===== config.mk =====
export PLATFORM = sky130hd
export DESIGN_NAME = sine_tone_generator_core
export DESIGN_NICKNAME = d
export VERILOG_FILES = /design/src/design/stg_pkg.sv /design/src/design/stg_front.sv /design/src/design/stg_divider.sv /design/src/design/stg_back.sv /design/src/design/sine_tone_generator_core.sv
export SDC_FILE = /design/constraint.sdc
export NUM_CORES = 1
export LEC_CHECK = 0
export BUFFER_PORTS_ARGS = -buffer_cell sky130_fd_sc_hd__buf_2
export CAP_MARGIN = 25
export CORE_MARGIN = 1.5
export CORE_UTILIZATION = 27
export DETAILED_ROUTE_END_ITERATION = 10
export GPL_TIMING_DRIVEN = 0
export PLACE_DENSITY = 0.44
export SYNTH_ARGS = -nofsm -noshare
export SYNTH_HDL_FRONTEND = slang
export SYNTH_SLANG_ARGS = --single-unit
export TNS_END_PERCENT = 30

===== constraint.sdc =====
create_clock -name aclk -period 8.8 [get_ports aclk]
set_input_delay 1.76 -clock aclk [delete_from_list [all_inputs] [get_ports aclk]]
set_output_delay 1.76 -clock aclk [all_outputs]
set_load 0.05 [all_outputs]

===== src/design/stg_pkg.sv =====
package stg_pkg;

    localparam int FREQ_W      = 16;
    localparam int SAMPLE_W    = 12;
    localparam int TDATA_IN_W  = 16;
    localparam int TDATA_OUT_W = 16;
    localparam int TABLE_DEPTH = 32;
    localparam int TABLE_AW    = $clog2(TABLE_DEPTH);

    localparam logic [SAMPLE_W-1:0] SINE_TABLE [TABLE_DEPTH] = '{
        12'd2048, 12'd2447, 12'd2831, 12'd3185, 12'd3495, 12'd3750, 12'd3939, 12'd4056,
        12'd4095, 12'd4056, 12'd3939, 12'd3750, 12'd3495, 12'd3185, 12'd2831, 12'd2447,
        12'd2048, 12'd1648, 12'd1264, 12'd910,  12'd600,  12'd345,  12'd156,  12'd39,
        12'd0,    12'd39,   12'd156,  12'd345,  12'd600,  12'd910,  12'd1264, 12'd1648
    };

    typedef struct packed {
        logic              silent;
        logic [FREQ_W-1:0] freq;
    } cmd_t;

    typedef struct packed {
        logic              start;
        logic [FREQ_W-1:0] divisor;
    } div_req_t;

    typedef enum logic {
        BK_RUN,
        BK_DIV
    } back_state_t;

endpackage


===== src/design/stg_front.sv =====
module stg_front
    import stg_pkg::*;
(
    input  logic                  aclk,
    input  logic                  aresetn,
    input  logic                  s_tvalid,
    output logic                  s_tready,
    input  logic [TDATA_IN_W-1:0] s_tdata,   // [15:0] freq_hz
    output logic                  cmd_valid,
    output cmd_t                  cmd,
    input  logic                  cmd_ready
);

    localparam int QDEPTH = 2;
    localparam int CNT_W  = $clog2(QDEPTH + 1);

    logic [CNT_W-1:0] count_reg, count_next;
    cmd_t             q0_reg, q0_next;
    cmd_t             q1_reg, q1_next;
    cmd_t             new_cmd;
    logic             push, pop;

    assign new_cmd.freq   = s_tdata[FREQ_W-1:0];
    assign new_cmd.silent = (s_tdata[FREQ_W-1:0] == '0);

    assign s_tready  = (count_reg != CNT_W'(QDEPTH));
    assign cmd_valid = (count_reg != '0);
    assign cmd       = q0_reg;
    assign push      = s_tvalid && s_tready;
    assign pop       = cmd_valid && cmd_ready;

    always_comb begin
        count_next = count_reg;
        q0_next    = q0_reg;
        q1_next    = q1_reg;
        case ({push, pop})
            2'b10: begin
                if (count_reg == '0) begin
                    q0_next = new_cmd;
                end else begin
                    q1_next = new_cmd;
                end
                count_next = count_reg + CNT_W'(1);
            end
            2'b01: begin
                q0_next    = q1_reg;
                count_next = count_reg - CNT_W'(1);
            end
            2'b11: begin
                if (count_reg == CNT_W'(1)) begin
                    q0_next = new_cmd;
                end else begin
                    q0_next = q1_reg;
                    q1_next = new_cmd;
                end
            end
            default: begin
            end
        endcase
    end

    always_ff @(posedge aclk) begin
        if (!aresetn) begin
            count_reg <= '0;
        end else begin
            count_reg <= count_next;
        end
        q0_reg <= q0_next;
        q1_reg <= q1_next;
    end

endmodule


===== src/design/stg_divider.sv =====
module stg_divider
    import stg_pkg::*;
#(
    parameter int CLOCK_HZ = 50000000,
    parameter int CLK_W    = $clog2(CLOCK_HZ + 1)
) (
    input  logic             aclk,
    input  logic             aresetn,
    input  div_req_t         req,
    output logic             done,
    output logic [CLK_W-1:0] quotient
);

    localparam int               STEP_W   = $clog2(CLK_W + 1);
    localparam logic [CLK_W-1:0] DIVIDEND = CLK_W'(CLOCK_HZ);

    logic [STEP_W-1:0] steps_reg, steps_next;
    logic              done_reg, done_next;
    logic [FREQ_W-1:0] rem_reg, rem_next;
    logic [CLK_W-1:0]  quo_reg, quo_next;
    logic [FREQ_W-1:0] div_reg, div_next;
    logic [FREQ_W:0]   rem_sh;
    logic [FREQ_W+1:0] diff;

    assign rem_sh = {rem_reg, quo_reg[CLK_W-1]};
    assign diff   = {1'b0, rem_sh} - {2'b00, div_reg};

    always_comb begin
        steps_next = steps_reg;
        done_next  = 1'b0;
        rem_next   = rem_reg;
        quo_next   = quo_reg;
        div_next   = div_reg;
        if (req.start) begin
            steps_next = STEP_W'(CLK_W);
            rem_next   = '0;
            quo_next   = DIVIDEND;
            div_next   = req.divisor;
        end else if (steps_reg != '0) begin
            if (!diff[FREQ_W+1]) begin
                rem_next = diff[FREQ_W-1:0];
            end else begin
                rem_next = rem_sh[FREQ_W-1:0];
            end
            quo_next   = {quo_reg[CLK_W-2:0], !diff[FREQ_W+1]};
            steps_next = steps_reg - STEP_W'(1);
            done_next  = (steps_reg == STEP_W'(1));
        end
    end

    always_ff @(posedge aclk) begin
        if (!aresetn) begin
            steps_reg <= '0;
            done_reg  <= 1'b0;
        end else begin
            steps_reg <= steps_next;
            done_reg  <= done_next;
        end
        rem_reg <= rem_next;
        quo_reg <= quo_next;
        div_reg <= div_next;
    end

    assign done     = done_reg;
    assign quotient = quo_reg;

endmodule


===== src/design/stg_back.sv =====
module stg_back
    import stg_pkg::*;
#(
    parameter int CLOCK_HZ = 50000000,
    parameter int CLK_W    = $clog2(CLOCK_HZ + 1)
) (
    input  logic                   aclk,
    input  logic                   aresetn,
    input  logic                   cmd_valid,
    input  cmd_t                   cmd,
    output logic                   cmd_ready,
    output div_req_t               div_req,
    input  logic                   div_done,
    input  logic [CLK_W-1:0]       div_quotient,
    output logic                   m_tvalid,
    input  logic                   m_tready,
    output logic [TDATA_OUT_W-1:0] m_tdata    // [11:0] sample_out
);

    localparam int IW = CLK_W - TABLE_AW;

    back_state_t         state_reg, state_next;
    logic [TABLE_AW-1:0] phase_reg, phase_next;
    logic [IW-1:0]       tick_reg, tick_next;
    logic [IW-1:0]       interval_reg, interval_next;
    logic [SAMPLE_W-1:0] held_reg, held_next;
    logic                out_valid_reg, out_valid_next;
    logic [IW:0]         tick_sum;
    logic                latch;
    logic                fire;

    assign tick_sum  = {1'b0, tick_reg} + (IW + 1)'(1);
    assign latch     = (tick_sum >= {1'b0, interval_reg});
    assign cmd_ready = (state_reg == BK_RUN) && (!out_valid_reg || m_tready);
    assign fire      = cmd_valid && cmd_ready;

    always_comb begin
        state_next     = state_reg;
        phase_next     = phase_reg;
        tick_next      = tick_reg;
        interval_next  = interval_reg;
        held_next      = held_reg;
        out_valid_next = out_valid_reg && !m_tready;
        div_req.start  = 1'b0;
        div_req.divisor = cmd.freq;
        unique case (state_reg)
            BK_RUN: begin
                if (fire) begin
                    out_valid_next = 1'b1;
                    if (cmd.silent) begin
                        held_next = '0;
                    end else if (latch) begin
                        held_next     = SINE_TABLE[phase_reg];
                        phase_next    = phase_reg + TABLE_AW'(1);
                        tick_next     = '0;
                        div_req.start = 1'b1;
                        state_next    = BK_DIV;
                    end else begin
                        tick_next = tick_sum[IW-1:0];
                    end
                end
            end
            BK_DIV: begin
                if (div_done) begin
                    interval_next = div_quotient[CLK_W-1:TABLE_AW];
                    state_next    = BK_RUN;
                end
            end
            default: begin
                state_next = BK_RUN;
            end
        endcase
    end

    always_ff @(posedge aclk) begin
        if (!aresetn) begin
            state_reg     <= BK_RUN;
            phase_reg     <= '0;
            tick_reg      <= '0;
            interval_reg  <= IW'(1);
            held_reg      <= '0;
            out_valid_reg <= 1'b0;
        end else begin
            state_reg     <= state_next;
            phase_reg     <= phase_next;
            tick_reg      <= tick_next;
            interval_reg  <= interval_next;
            held_reg      <= held_next;
            out_valid_reg <= out_valid_next;
        end
    end

    assign m_tvalid = out_valid_reg;
    assign m_tdata  = {{(TDATA_OUT_W - SAMPLE_W){1'b0}}, held_reg};

`ifndef ASSERT_OFF
    a_done_in_div: assert property (@(posedge aclk) disable iff (!aresetn)
        div_done |-> (state_reg == BK_DIV))
        else $error("divider result with no pending recompute");

    a_start_enters_div: assert property (@(posedge aclk) disable iff (!aresetn)
        div_req.start |=> (state_reg == BK_DIV) && (tick_reg == '0))
        else $error("latch did not enter recompute");

    a_tick_bound: assert property (@(posedge aclk) disable iff (!aresetn)
        (tick_reg == '0) || (tick_reg < interval_reg))
        else $error("tick counter passed interval");
`endif

endmodule


===== src/design/sine_tone_generator_core.sv =====
// An item goes through the front queue, then the sample register.
// Throughput: 1 item per cycle with m_tready high and no table step.
// A table step recomputes the interval in a bit-serial divider:
// the back end then stalls until the divider is done.
// A 2-entry queue absorbs input during that stall.
// Reset: synchronous, active low; sample 0, phase 0, counter 0, interval 1.
module sine_tone_generator_core
    import stg_pkg::*;
#(
    parameter int CLOCK_HZ = 50000000
) (
    input  logic                   aclk,
    input  logic                   aresetn,
    input  logic                   s_tvalid,
    output logic                   s_tready,
    input  logic [TDATA_IN_W-1:0]  s_tdata,   // [15:0] freq_hz
    output logic                   m_tvalid,
    input  logic                   m_tready,
    output logic [TDATA_OUT_W-1:0] m_tdata    // [11:0] sample_out
);

    localparam int CLK_W = $clog2(CLOCK_HZ + 1);

    logic             cmd_valid;
    cmd_t             cmd;
    logic             cmd_ready;
    div_req_t         div_req;
    logic             div_done;
    logic [CLK_W-1:0] div_quotient;

    stg_front u_front (
        .aclk      (aclk),
        .aresetn   (aresetn),
        .s_tvalid  (s_tvalid),
        .s_tready  (s_tready),
        .s_tdata   (s_tdata),
        .cmd_valid (cmd_valid),
        .cmd       (cmd),
        .cmd_ready (cmd_ready)
    );

    stg_divider #(
        .CLOCK_HZ (CLOCK_HZ),
        .CLK_W    (CLK_W)
    ) u_divider (
        .aclk     (aclk),
        .aresetn  (aresetn),
        .req      (div_req),
        .done     (div_done),
        .quotient (div_quotient)
    );

    stg_back #(
        .CLOCK_HZ (CLOCK_HZ),
        .CLK_W    (CLK_W)
    ) u_back (
        .aclk         (aclk),
        .aresetn      (aresetn),
        .cmd_valid    (cmd_valid),
        .cmd          (cmd),
        .cmd_ready    (cmd_ready),
        .div_req      (div_req),
        .div_done     (div_done),
        .div_quotient (div_quotient),
        .m_tvalid     (m_tvalid),
        .m_tready     (m_tready),
        .m_tdata      (m_tdata)
    );

endmodule

Word level (Yosys, flattened, before mapping) --
Memories as Yosys holds them, arrays and structs flattened. Cells that the tools add are included. W data, S select, Z words.
Storage, ports and cells: memories 1, ROM bits 384, input bits 20, bits in registers 161, output and inout port bits 18, logic and storage cells 88
Operators by class: muxes and demuxes 23, bitwise logic cells 5, add/subtract/negate cells 6, order comparisons 2, reduce and logical (&&, ||, !) cells 25, eq/ne operators 9
Memory list:
- (name not given) | depth 32, bits a word 12, read ports 1, clocked after Yosys merged registers in 0, wr ports 0, RTL line stg_back.sv:53 | held_next = SINE_TABLE[phase_reg];
Operator list (number):
- $mux W17 | 4
- $pmux W17 S3 | 1
- $mux W12 | 4
- $pmux W17 S2 | 1
- $add A21 B1 Y22 const B | 1
- $ge A22 B21 Y1 | 1
- $mux W21 | 1
- $sub A17 B16 Y18 | 1
- $logic_not A16 Y1 | 1
- $mux W16 | 1
- $mux W5 | 2
- $reduce_bool A2 Y1 | 5
- $reduce_and A3 Y1 | 3
- $mux W1 | 7
- $ge A6 B6 Y1 const B | 1
- $ne A2 B2 Y1 const B | 3
- $not A5 Y6 | 1
- $add A5 B1 Y5 const B | 1
- $eq A5 B1 Y1 const B | 1
- $reduce_bool A5 Y1 | 1
- $sub A5 B1 Y5 const B | 1
- $eq A2 B1 Y1 const B | 2
- $eq A2 B2 Y1 const B | 2
- $logic_and A1 B1 Y1 | 4
- 14 further kinds | 20

Depth between registers and ports, before layout --
Gate-level depths: netlist of run 1.
word-level depth 7, gate-level depth with buffers 16, depth with buffers taken out 15

By module --
A second synthesis of run 1 with hierarchy kept.
Second synthesis, totals: cell total of the unflattened synthesis 985, area total of the unflattened synthesis 8882.3 um^2
Modules (own cells, without submodules):
- stg_back | cells an instance 547, instances 1, area an instance 4235.3 um^2
- stg_divider | cells an instance 349, instances 1, area an instance 3159.3 um^2
- stg_front | cells an instance 89, instances 1, area an instance 1487.7 um^2

Worst setup path before layout of run 1 --
OpenSTA, ideal clock, no wires.
path kind input to register, start point in m_tready, end point reg u_front.q1_reg[0] (netlist bit), enable pin, setup slack 5123 ps, data arrival time 3280 ps, cell stages on the path 6, cells stage by stage nor2b_1 nand2b_1 inv_1 ha_1 o21ai_0 a21oi_1
Between the ends: cells in the longest elaborated chain, start to end 6, elaborated cells between the ends (all ways) 9
RTL lines:
- start: declaration | RTL line sine_tone_generator_core.sv:18 | input logic m_tready,
- $logic_or A1 B1 Y1 * | RTL line stg_back.sv:34 | assign cmd_ready = (state_reg == BK_RUN) && (!out_valid_reg || m_tready);
- $logic_and A1 B1 Y1 * | RTL line stg_back.sv:34
- $logic_and A1 B1 Y1 * | RTL line stg_front.sv:30 | assign pop = cmd_valid && cmd_ready;
- $eq A2 B2 Y1 | RTL line stg_front.sv:36 | case ({push, pop})
- $ne A2 B2 Y1 (no source line) or $reduce_bool A2 Y1 (tied branches)
- $reduce_and A3 Y1 (no source line) *
- end signal: assignment | RTL line stg_front.sv:69 | q1_reg <= q1_next;
- end: declaration | RTL line stg_front.sv:19 | cmd_t q1_reg, q1_next;
Mark *: on every way between the ends. The rest lies on a longest branch, timed or not. A chain may end at the register's enable or synchronous reset.

Worst setup path in the final report of run 1 --
start point reg u_back.tick_reg[0], end point reg u_divider.rem_reg[14]
Between the ends: cells in the longest elaborated chain, start to end 6
RTL lines:
- start: declaration | RTL line stg_back.sv:24 | logic [IW-1:0] tick_reg, tick_next;
- start signal: assignment | RTL line stg_back.sv:86 | tick_reg <= tick_next;
- $add A21 B1 Y22 | RTL line stg_back.sv:32 | assign tick_sum = {1'b0, tick_reg} + (IW + 1)'(1);
- $ge A22 B21 Y1 | RTL line stg_back.sv:33 | assign latch = (tick_sum >= {1'b0, interval_reg});
- $mux W1 | RTL line stg_back.sv:52 | end else if (latch) begin
- $mux W1 | RTL line stg_back.sv:50 | if (cmd.silent) begin
- $mux W1 | RTL line stg_back.sv:48 | if (fire) begin
- $mux W1 | RTL line stg_back.sv:46 | unique case (state_reg)
- end signal: assignment | RTL line stg_divider.sv:59 | rem_reg <= rem_next;
- end: declaration | RTL line stg_divider.sv:19 | logic [FREQ_W-1:0] rem_reg, rem_next;
No other way between the ends.

==> results of run 1 <==
[worst max path at each step]
| stage | cells past startpoint | start | slack (ns) | to |
|---|---|---|---|---|
| after floorplan | 6 | m_tready | 5.12 | u_front.q1_reg[0] |
| after global placement | 6 | m_tready | 4.23 | u_front.q1_reg[15] |
| after detailed placement | 14 | u_back.tick_reg[0] | 4.25 | u_divider.div_reg[14] |
| after CTS | 14 | u_back.tick_reg[0] | 4.21 | u_divider.div_reg[14] |
| after global routing | 14 | u_back.tick_reg[0] | 3.89 | u_divider.div_reg[14] |
| final | 15 | u_back.tick_reg[0] | 4.31 | u_divider.rem_reg[14] |
[per-stage QoR]
step                      power [mW]  hold WS (ns)  setup WS, ns  util [%]  instances
after floorplan                 2.54         0.400          5.12         -        982
after global placement          2.99         0.402          4.23      29.5       1417
after detailed placement        3.02         0.405          4.25      29.6       1418
after CTS                       3.76         0.420          4.21      31.3       1450
after global routing            4.04         0.428          3.89      31.3       1450
final                           3.71         0.415          4.31      31.3       1450
[critical path, delay by kind of cell (launching register included)]
family / cells / cell delay [ns]
XOR/XNOR: 1 / 0.29
AND/OR/NAND/NOR: 7 / 1.40
flip-flops: 1 / 0.43
adder cells (fa/ha/maj): 2 / 0.54
buffers and inverters: 1 / 0.55
AO/OA/AOI/OAI: 4 / 1.18
[cell usage after synthesis (9+ instances only)]
cell | n | area (um^2)
nand3_1 | 50 | 250
xnor2_1 | 25 | 219
a31oi_1 | 16 | 100
o21ai_0 | 43 | 215
nor3_1 | 15 | 75.1
inv_1 | 56 | 210
a21oi_1 | 82 | 410
edfxtp_1 | 50 | 1500
nand2_1 | 192 | 721
a21o_1 | 9 | 67.6
dfxtp_1 | 111 | 2220
nor2_1 | 42 | 158
a22o_1 | 18 | 158
clkbuf_1 | 44 | 165
nand2b_1 | 9 | 56.3
ha_1 | 58 | 726
mux2i_1 | 16 | 160
nand4_1 | 9 | 56.3
and3_1 | 9 | 56.3
[area by class of cell]
type	instances	area, um^2
flip-flops and latches	161	3720
repair buffers	34	180
well taps	402	503
clock buffers	18	439
fillers	3394	21600
clock inverters	14	118
plain buffers	57	248
inverters	58	218
multi-input cells	706	4410
[per-layer routing]
metal / vias to the layer above / wire, um
met4: 0 / 264
met3: 18 / 625
met1: 3259 / 11000
li1: 3543 / -
met2: 103 / 9830
met5: - / 0
[cell families (layout without fill, tap and decap cells)]
logic type | Yosys count | count (layout) | synth area share [%]
other cells | 1 | 4 | 0.0437
compound gates | 214 | 214 | 15.6
fa+ha+maj | 59 | 59 | 8.69
simple gates | 375 | 375 | 20.6
buf+inv | 115 | 181 | 5.42
mux | 21 | 21 | 2.91
flops | 161 | 161 | 43.4
xor+xnor | 33 | 33 | 3.37
[power breakdown]
part           internal [mW]  leakage, nW  switching [mW]  total, mW
Combinational          0.654         2.18            1.12       1.77
Clock                  0.379        0.280           0.345      0.724
Sequential              1.08         1.39           0.137       1.21
Total                   2.11         3.85            1.60       3.71
==> summary.txt, run 1 <==
Finish
  – Final nets: 1114
  – Layout area overhead: 14.6%
  – Final Cell Area: 9840 um^2
  – Share of cells above drive strength 1: 9.73%
  – Max reg flops: 26
  – Most common cell after layout, fill and taps aside: nand2_1
  – Diodes inserted: 0
  – Most frequent cells in the layout: 192 x nand2_1, 111 x dfxtp_1, 81 x a21oi_1

Setup path
  – Worst r2r dst: u_divider.rem_reg[14]
  – Crit path DAT: 4.86 ns
  – Crit path required time: 9.17 ns
  – Flop2flop setup slack: 4.31 ns
  – Worst path slowest cell: clkbuf_1
  – Worst-path fanout max: 10
  – CP endpoint kind: register
  – Startpoint Class: register
  – Crit-path max cell delay: 0.55 ns
  – Worst reg2reg path startpoint: u_back.tick_reg[0]
  – Crit-path cells: ha_1 > nand3_1 > nor2_2 > and3_1 > nand4_1 > xnor2_1 > ha_1 > nand4_1 > nor2_1 > a221oi_1 > nand3_2 > o21ai_1 > clkbuf_1 > o21ai_0 > a21oi_1
  – Reg2reg path depth: 15
  – Crit path kind: register to register

Synth
  – Seq/Total Area, Yosys: 43.4%
  – Count of cell types in the netlist: 69
  – Cell area after synthesis: 8580 um^2
  – Synth async-reset ratio: 0%
  – Cells after Synth: 979
  – Syn Area/Cell: 8.77 um^2
  – Register bit total from synthesis: 161
  – Post-synth EDFFs: 50
  – Synthesis warning total: 0
  – Post-synth top flop: dfxtp_1

Hold path
  – Hold Startpoint: u_front.cmd[3]
  – Hold Path Sink: u_divider.div_reg[3]
  – Worst hold stages: 0
  – Min-delay worst type: register to register

CTS
  – CTS Buffer Depth: 2
  – Hold-fix buffers at CTS: 0
  – Cts repair resizes: 0
  – Worst-path clk slew: 0.07 ns
  – Root Driver: clkbuf_16
  – Clock Latency Late Sink: 0.45 ns
  – H-Tree Depth: 4
  – CTS Buf Count: 17
  – CTS tree: yes
  – Clk sinks: 161
  – Postcts setup bufs: 0

Routing
  – Drc violations: 0
  – Vias: 6923
  – Post-Route WL: 21700 um
  – 1st-iter DRT viols: 440
  – ANT nets after route: 0
  – Vias per cell: 4.77
  – First-pass iteration count of the detailed router: 5
  – Drt wl/cell: 15.0 um

Place
  – Post-DP HPWL: 15900 um
  – Port bufs: 33
  – GPL Wtd Cong: 0.831
  – Post-Place Cell Area: 9280 um^2

Global routing
  – GR Util met2: 22.6%
  – GRT Total Usage: 13.9%
  – Vias in the first global route: 6883
  – Largest net degree at the start of global routing: 26
  – Met3 Track Usage GR: 2.70%
  – Total congestion overflow: 0
  – Most Used Layer, Global Route: met2
  – First-pass GRT wire length: 36000 um
  – Initial antenna violation count: 0
  – Met1 usage: 18.7%

Status
  – Outcome: completed

Timing
  – Final setup violating endpoints: 0
  – Max Clock Skew: 0.00958 ns
  – Setup TNS: 0 ns
  – RSZ-0062 raised after global routing: false
  – F_max: 223 MHz
  – Worst Max-Slew Pin Slew: 0.929 ns
  – Tcrit/Tclk final: 51.0%
  – Post-route minimum period: 4.49 ns
  – Hold Vio Cnt, Final: 0
  – Slew HR: 37.9%
  – Max-slew violations: 0

Flow run
  – Max cap viols: 0

Floorplan
  – Core area: 31400 um^2
  – Die Area: 32900 um^2
  – Top-level I/O count: 38
  – Initial Utilization: 27.3%
  – Die extent in y: 181 um
  – Die Wd: 181 um
  – Rows: 65

Power and ir drop
  – Pwr/cell area: 377 nW/um^2
  – Leak: 3.85 nW
  – Worst-case vdd ir drop: 186 uV
No activity file was read; power rests on OpenSTA's default activity.
==> run 2: changes to the inputs <==
--- a/config.mk
+++ b/config.mk
@@ -11,7 +11,7 @@
 export CORE_UTILIZATION = 27
 export DETAILED_ROUTE_END_ITERATION = 10
 export GPL_TIMING_DRIVEN = 0
-export PLACE_DENSITY = 0.44
+export PLACE_DENSITY = 0.46
 export SYNTH_ARGS = -nofsm -noshare
 export SYNTH_HDL_FRONTEND = slang
 export SYNTH_SLANG_ARGS = --single-unit
==> constraint.sdc (replaced) <==
create_clock -name aclk -period 4.02 [get_ports aclk]
set_input_delay 0.804 -clock aclk [delete_from_list [all_inputs] [get_ports aclk]]
set_output_delay 0.804 -clock aclk [all_outputs]
set_load 0.05 [all_outputs]
==> summary.txt, run 2 (synthesis results as in run 1) <==
Status
  – Outcome: completed

Timing
  – Slew HR: 38.7%
  – F_max: 265 MHz
  – Final setup violating endpoints: 0
  – RSZ-0062 raised after global routing: false
  – Max-slew violations: 0
  – Max Clock Skew: 0.0130 ns
  – Worst Max-Slew Pin Slew: 0.917 ns
  – Post-route minimum period: 3.78 ns
  – Tcrit/Tclk final: 93.9%
  – Hold Vio Cnt, Final: 0
  – Worst setup margin: 0.244 ns

Routing
  – Vias: 6922
  – Drc violations: 0
  – Post-Route WL: 21200 um
  – ANT nets after route: 0
  – 1st-iter DRT viols: 411
  – Vias per cell: 4.77
  – First-pass iteration count of the detailed router: 5
  – Drt wl/cell: 14.6 um

Power and ir drop
  – Comb pwr share: 47.3%
  – Int Pwr: 4.76 mW
  – Worst-case vdd ir drop: 433 uV
  – Pwr/cell area: 829 nW/um^2
  – Clock Power Share: 20.6%
  – Net load switching power: 3.52 mW
  – Leak: 3.91 nW
  – Net Sw Frac: 42.5%
  – Sequential power share: 32.1%

Finish
  – Layout area overhead: 16.2%
  – Max reg flops: 26
  – Final nets: 1116
  – Final Cell Area: 9980 um^2
  – Diodes inserted: 0
  – Register area: 3720 um^2
  – Most frequent cells in the layout: 192 x nand2_1, 111 x dfxtp_1, 81 x a21oi_1
  – Most common cell after layout, fill and taps aside: nand2_1
  – Layout Utilization: 31.8%
  – Multi-input gate area: 4460 um^2
  – Share of cells above drive strength 1: 10.8%
  – Fill count: 3333

Setup path
  – Startpoint Class: register
  – Crit path required time: 4.37 ns
  – Crit path kind: register to register
  – Worst-path fanout max: 6
  – Crit path DAT: 4.12 ns
  – CP endpoint kind: register

Floorplan
  – Core area: 31400 um^2
  – Die Area: 32900 um^2
  – Top-level I/O count: 38
  – Rows: 65
  – Die Wd: 181 um
  – Die extent in y: 181 um
  – Initial Utilization: 27.3%

Global routing
  – GRT Total Usage: 13.3%
  – Largest net degree at the start of global routing: 26
  – First-pass GRT wire length: 35100 um
  – Vias in the first global route: 6742
  – Total congestion overflow: 0
  – Initial antenna violation count: 0

CTS
  – Clock Latency Late Sink: 0.43 ns
  – CTS Buffer Depth: 2
  – Worst-path clk slew: 0.07 ns
  – Root Driver: clkbuf_16
  – CTS Buf Count: 17
  – CTS tree: yes
  – Clk sinks: 161
  – H-Tree Depth: 4

Place
  – Port bufs: 33
  – Post-DP HPWL: 15600 um
  – GPL Wtd Cong: 0.818
  – Place WS: -0.456 ns
  – Post-Place Cell Area: 9280 um^2

Flow run
  – Max cap viols: 0

Hold path
  – Min-delay worst type: register to register
==> run 2: cell types whose count changed in the layout (fill, tap and decap cells not counted), sizes merged <==
cell and delta:
buf +2, bufinv +2, inv -1, clkbuf -1
==> run 2: power by group through the flow <==
| stage | Combinational, mW | Sequential, mW | Clock, mW |
|---|---|---|---|
| CTS | 3.92 | 2.66 | 1.75 |
| global route | 4.40 | 2.72 | 1.82 |
| detailed placement | 3.88 | 2.69 | 0 |
| global placement | 3.83 | 2.70 | 0 |
| floorplan | 2.87 | 2.69 | 0 |
| finish | 3.91 | 2.66 | 1.71 |
==> run 2: stage by stage <==
stage / hold WS (ns) / TNS [ns] / total power, mW / std cells
after floorplan: 0.400 / 0 / 5.55 / 982
after global placement: 0.402 / -21.16 / 6.53 / 1417
after detailed placement: 0.405 / -22.53 / 6.58 / 1418
after CTS: 0.423 / 0 / 8.34 / 1450
after global routing: 0.429 / 0 / 8.94 / 1452
final: 0.420 / 0 / 8.27 / 1452
==> run 2: repair_timing <==
action                     CTS  global route
hold buffers                 0             0
setup endpoints to repair   87           101
setup buffers                0             2
pin swaps                    0             2
gates resized for setup      7            12
==> run 2: cell type report <==
| cell class | count | area share (%) |
|---|---|---|
| Inverter | 58 | 2.21 |
| Multi-Input combinational cell | 706 | 44.7 |
| Clock buffer | 17 | 4.26 |
| Sequential cell | 161 | 37.3 |
| Timing Repair Buffer | 36 | 1.96 |
| Tap cell | 402 | 5.04 |
| Buffer | 57 | 2.60 |
| Clock inverter | 15 | 1.91 |
==> run 2: worst paths after layout <==
kind                                    startpoint                   end  slack [ns]  cells past startpoint
worst min-delay path                u_front.cmd[4]  u_divider.div_reg[4]        0.42                      0
worst max-delay path            u_back.tick_reg[0]   u_back.tick_reg[12]        0.24                     14
worst max register to register  u_back.tick_reg[0]   u_back.tick_reg[12]        0.24                     14
worst min register to register      u_front.cmd[4]  u_divider.div_reg[4]        0.42                      0
==> run 2: critical path: stages, from the launching register on <==
cell	delay, ns
dfxtp_1	0.43
ha_2	0.26
nand3_2	0.16
nor2_4	0.21
and3_2	0.27
nand3_1	0.20
xnor2_1	0.23
ha_1	0.26
nand3_1	0.15
nor2_1	0.08
a221oi_2	0.31
nand3_2	0.19
or2_4	0.30
or4_1	0.48
a31oi_1	0.17
==> run 2: routing by layer <==
layer	wire, um	up-vias	global-route usage, %	share of wire, %
met5	0	-	0	0
met1	10800	3267	18.2	51
met2	9770	89	21.6	46
li1	-	3548	-	-
met4	235	0	3.83	1.1
met3	480	18	2.26	2.3
==> run 3: changes to the inputs <==
--- a/config.mk
+++ b/config.mk
@@ -7,12 +7,13 @@
 export LEC_CHECK = 0
 export BUFFER_PORTS_ARGS = -buffer_cell sky130_fd_sc_hd__buf_2
 export CAP_MARGIN = 25
-export CORE_MARGIN = 1.5
+export CORE_ASPECT_RATIO = 0.7
 export CORE_UTILIZATION = 27
 export DETAILED_ROUTE_END_ITERATION = 10
 export GPL_TIMING_DRIVEN = 0
 export PLACE_DENSITY = 0.46
 export SYNTH_ARGS = -nofsm -noshare
 export SYNTH_HDL_FRONTEND = slang
+export SYNTH_HIERARCHICAL = 1
 export SYNTH_SLANG_ARGS = --single-unit
 export TNS_END_PERCENT = 30
==> summary.txt, run 3 <==
Status
  – Outcome: completed

Routing
  – Drt wl/cell: 15.2 um
  – First-pass iteration count of the detailed router: 5
  – Post-Route WL: 22600 um
  – ANT nets after route: 0
  – 1st-iter DRT viols: 583
  – Vias per cell: 4.78
  – Vias: 7125
  – Drc violations: 0

Timing
  – Max-slew violations: 0
  – Worst Max-Slew Pin Slew: 0.829 ns
  – Hold_ws: 0.459 ns
  – Final setup violating endpoints: 0
  – Tcrit/Tclk final: 94.5%
  – F_max: 263 MHz
  – Hold Vio Cnt, Final: 0
  – Slew HR: 44.7%
  – Max Clock Skew: 0.00707 ns
  – Post-route minimum period: 3.80 ns

Setup path
  – Worst path slowest cell: dfxtp_2
  – Startpoint Class: register
  – Worst-path fanout max: 10
  – Crit path kind: register to register
  – Crit path DAT: 4.12 ns
  – Crit path required time: 4.34 ns
  – CP endpoint kind: register
  – Crit-path cells: nand4_1 > or2_2 > nor2_2 > nand4_1 > nand2b_1 > nand2_1 > ha_1 > nand4_1 > nor2_1 > a211o_1 > a221oi_4 > buf_4 > a21oi_4 > buf_4 > clkbuf_4 > a2111oi_1
  – CP most frequent cell: nand4_1
  – Crit-path max cell delay: 0.39 ns

CTS
  – Clock Latency Late Sink: 0.44 ns
  – H-Tree Depth: 4
  – Root Driver: clkbuf_16
  – CTS Buf Count: 17
  – CTS Buffer Depth: 2
  – CTS tree: yes
  – Clk sinks: 161
  – Worst-path clk slew: 0.07 ns

Global routing
  – Total congestion overflow: 0
  – Vias in the first global route: 6647
  – Largest net degree at the start of global routing: 18
  – GRT Total Usage: 14.0%
  – First-pass GRT wire length: 36500 um
  – Initial antenna violation count: 0

Synth
  – Count of cell types in the netlist: 82
  – Post-synth EDFFs: 50
  – Area leader, netlist: dfxtp_1
  – Synthesis warning total: 6
  – Count leader, synth: nand2_1
  – Area contributors post-synth: dfxtp_1 25%, edfxtp_1 17%, ha_1 8.2%
  – Register bit total from synthesis: 161
  – Commonest cells post-synth: 190 x nand2_1, 111 x dfxtp_1, 62 x inv_1
  – Synth top area share: 25.0%
  – Seq/Total Area, Yosys: 41.9%
  – Post-synth top flop: dfxtp_1
  – Cell area after synthesis: 8880 um^2
  – Synth async-reset ratio: 0%
  – Cells after Synth: 985
  – Syn Area/Cell: 9.02 um^2

Place
  – Post-Place Cell Area: 9620 um^2
  – GPL Wtd Cong: 0.819
  – Port bufs: 33
  – Placed Cells: 1449
  – Post-DP HPWL: 16500 um

Finish
  – Final Cell Area: 10400 um^2
  – Fill count: 3414
  – Post-Layout Cell Count: 1491
  – Share of cells above drive strength 1: 14.2%
  – Diodes inserted: 0
  – Multi-input gate area: 4620 um^2
  – Layout Utilization: 32.0%
  – Final nets: 1130
  – Layout area overhead: 16.6%
  – Most common cell after layout, fill and taps aside: nand2_1
  – Most frequent cells in the layout: 190 x nand2_1, 105 x dfxtp_1, 62 x inv_1
  – Max reg flops: 26
  – Register area: 3730 um^2

Power and ir drop
  – Leak: 4.00 nW
  – Pwr/cell area: 761 nW/um^2
  – Pwr Total: 7.88 mW
  – Worst-case vdd ir drop: 276 uV

Floorplan
  – Core area: 32300 um^2
  – Initial Utilization: 27.5%
  – Top-level I/O count: 38
  – Die Area: 33600 um^2
  – Die extent in y: 154 um
  – Rows: 55
  – Die Wd: 219 um

Hold path
  – Min-delay worst type: register to register

Flow run
  – Max cap viols: 0
==> run 3: timing repair <==
| item | CTS | global route |
|---|---|---|
| buffers inserted | 4 | 5 |
| setup endpoints to repair | 103 | 76 |
| hold buffers | 0 | 0 |
| resized for setup | 20 | 10 |
| gates cloned | 1 | 0 |
| pin swaps | 4 | 2 |
==> run 3: per-stage QoR <==
| stage | setup WS [ns] | TNS [ns] |
|---|---|---|
| global placement | -1.40 | -75.39 |
| floorplan | 0.0344 | 0 |
| global route | -0.00993 | -0.00993 |
| detailed placement | -1.49 | -83.13 |
| CTS | 0.0294 | 0 |
| finish | 0.220 | 0 |
==> run 3: cells by family (layout without fill, tap and decap cells) <==
family | after synthesis | count (layout) | synth area share, %
and+or+nand+nor | 360 | 360 | 19.0
AOI/OAI and AO/OA | 219 | 220 | 18.1
DFF | 161 | 161 | 41.9
muxes | 18 | 18 | 2.04
xor gates and xnor gates | 32 | 32 | 3.16
buffers and inverters | 135 | 210 | 7.38
other | 1 | 4 | 0.0422
adders and majority gates | 59 | 59 | 8.40
==> run 3: final cells by class <==
type,instances,share of cell area (%)
Buffer,71,4.06
Clock buffer,18,4.14
Clock inverter,14,1.32
Inverter,64,2.32
Multi-Input combinational cell,693,44.6
Sequential cell,161,36.0
Tap cell,427,5.16
Timing Repair Buffer,43,2.39
==> run 3: path summary, 6_finish.rpt <==
check,from,endpoint,slack [ns],cells after the start
max,u_back/tick_reg[2],u_divider/rem_reg[2],0.22,16
min,u_divider/quotient[1],u_divider/quotient[2],0.46,2
max reg2reg,u_back/tick_reg[2],u_divider/rem_reg[2],0.22,16
min reg2reg,u_divider/quotient[1],u_divider/quotient[2],0.46,2
==> run 3: metal layers <==
layer  wire (um)  track usage [%]  vias up
met1       12900             23.1     3350
li1            -                -     3581
met3        1270             2.85       15
met5           0                0        -
met4         192             3.67        0
met2        8300             17.4      179
==> run 3: where the power goes <==
group	switching [mW]	internal (mW)
clock	0.779	0.826
sequential	0.289	2.32
combinational	2.19	1.48
==> run 3: critical path, delay by kind of cell, from the launching register on <==
| family | cells | cell delay (ns) |
|---|---|---|
| buffers and inverters | 3 | 0.63 |
| AOI/OAI and AO/OA | 4 | 0.91 |
| adders and majority gates | 1 | 0.26 |
| and+or+nand+nor | 8 | 1.50 |
| DFF | 1 | 0.39 |
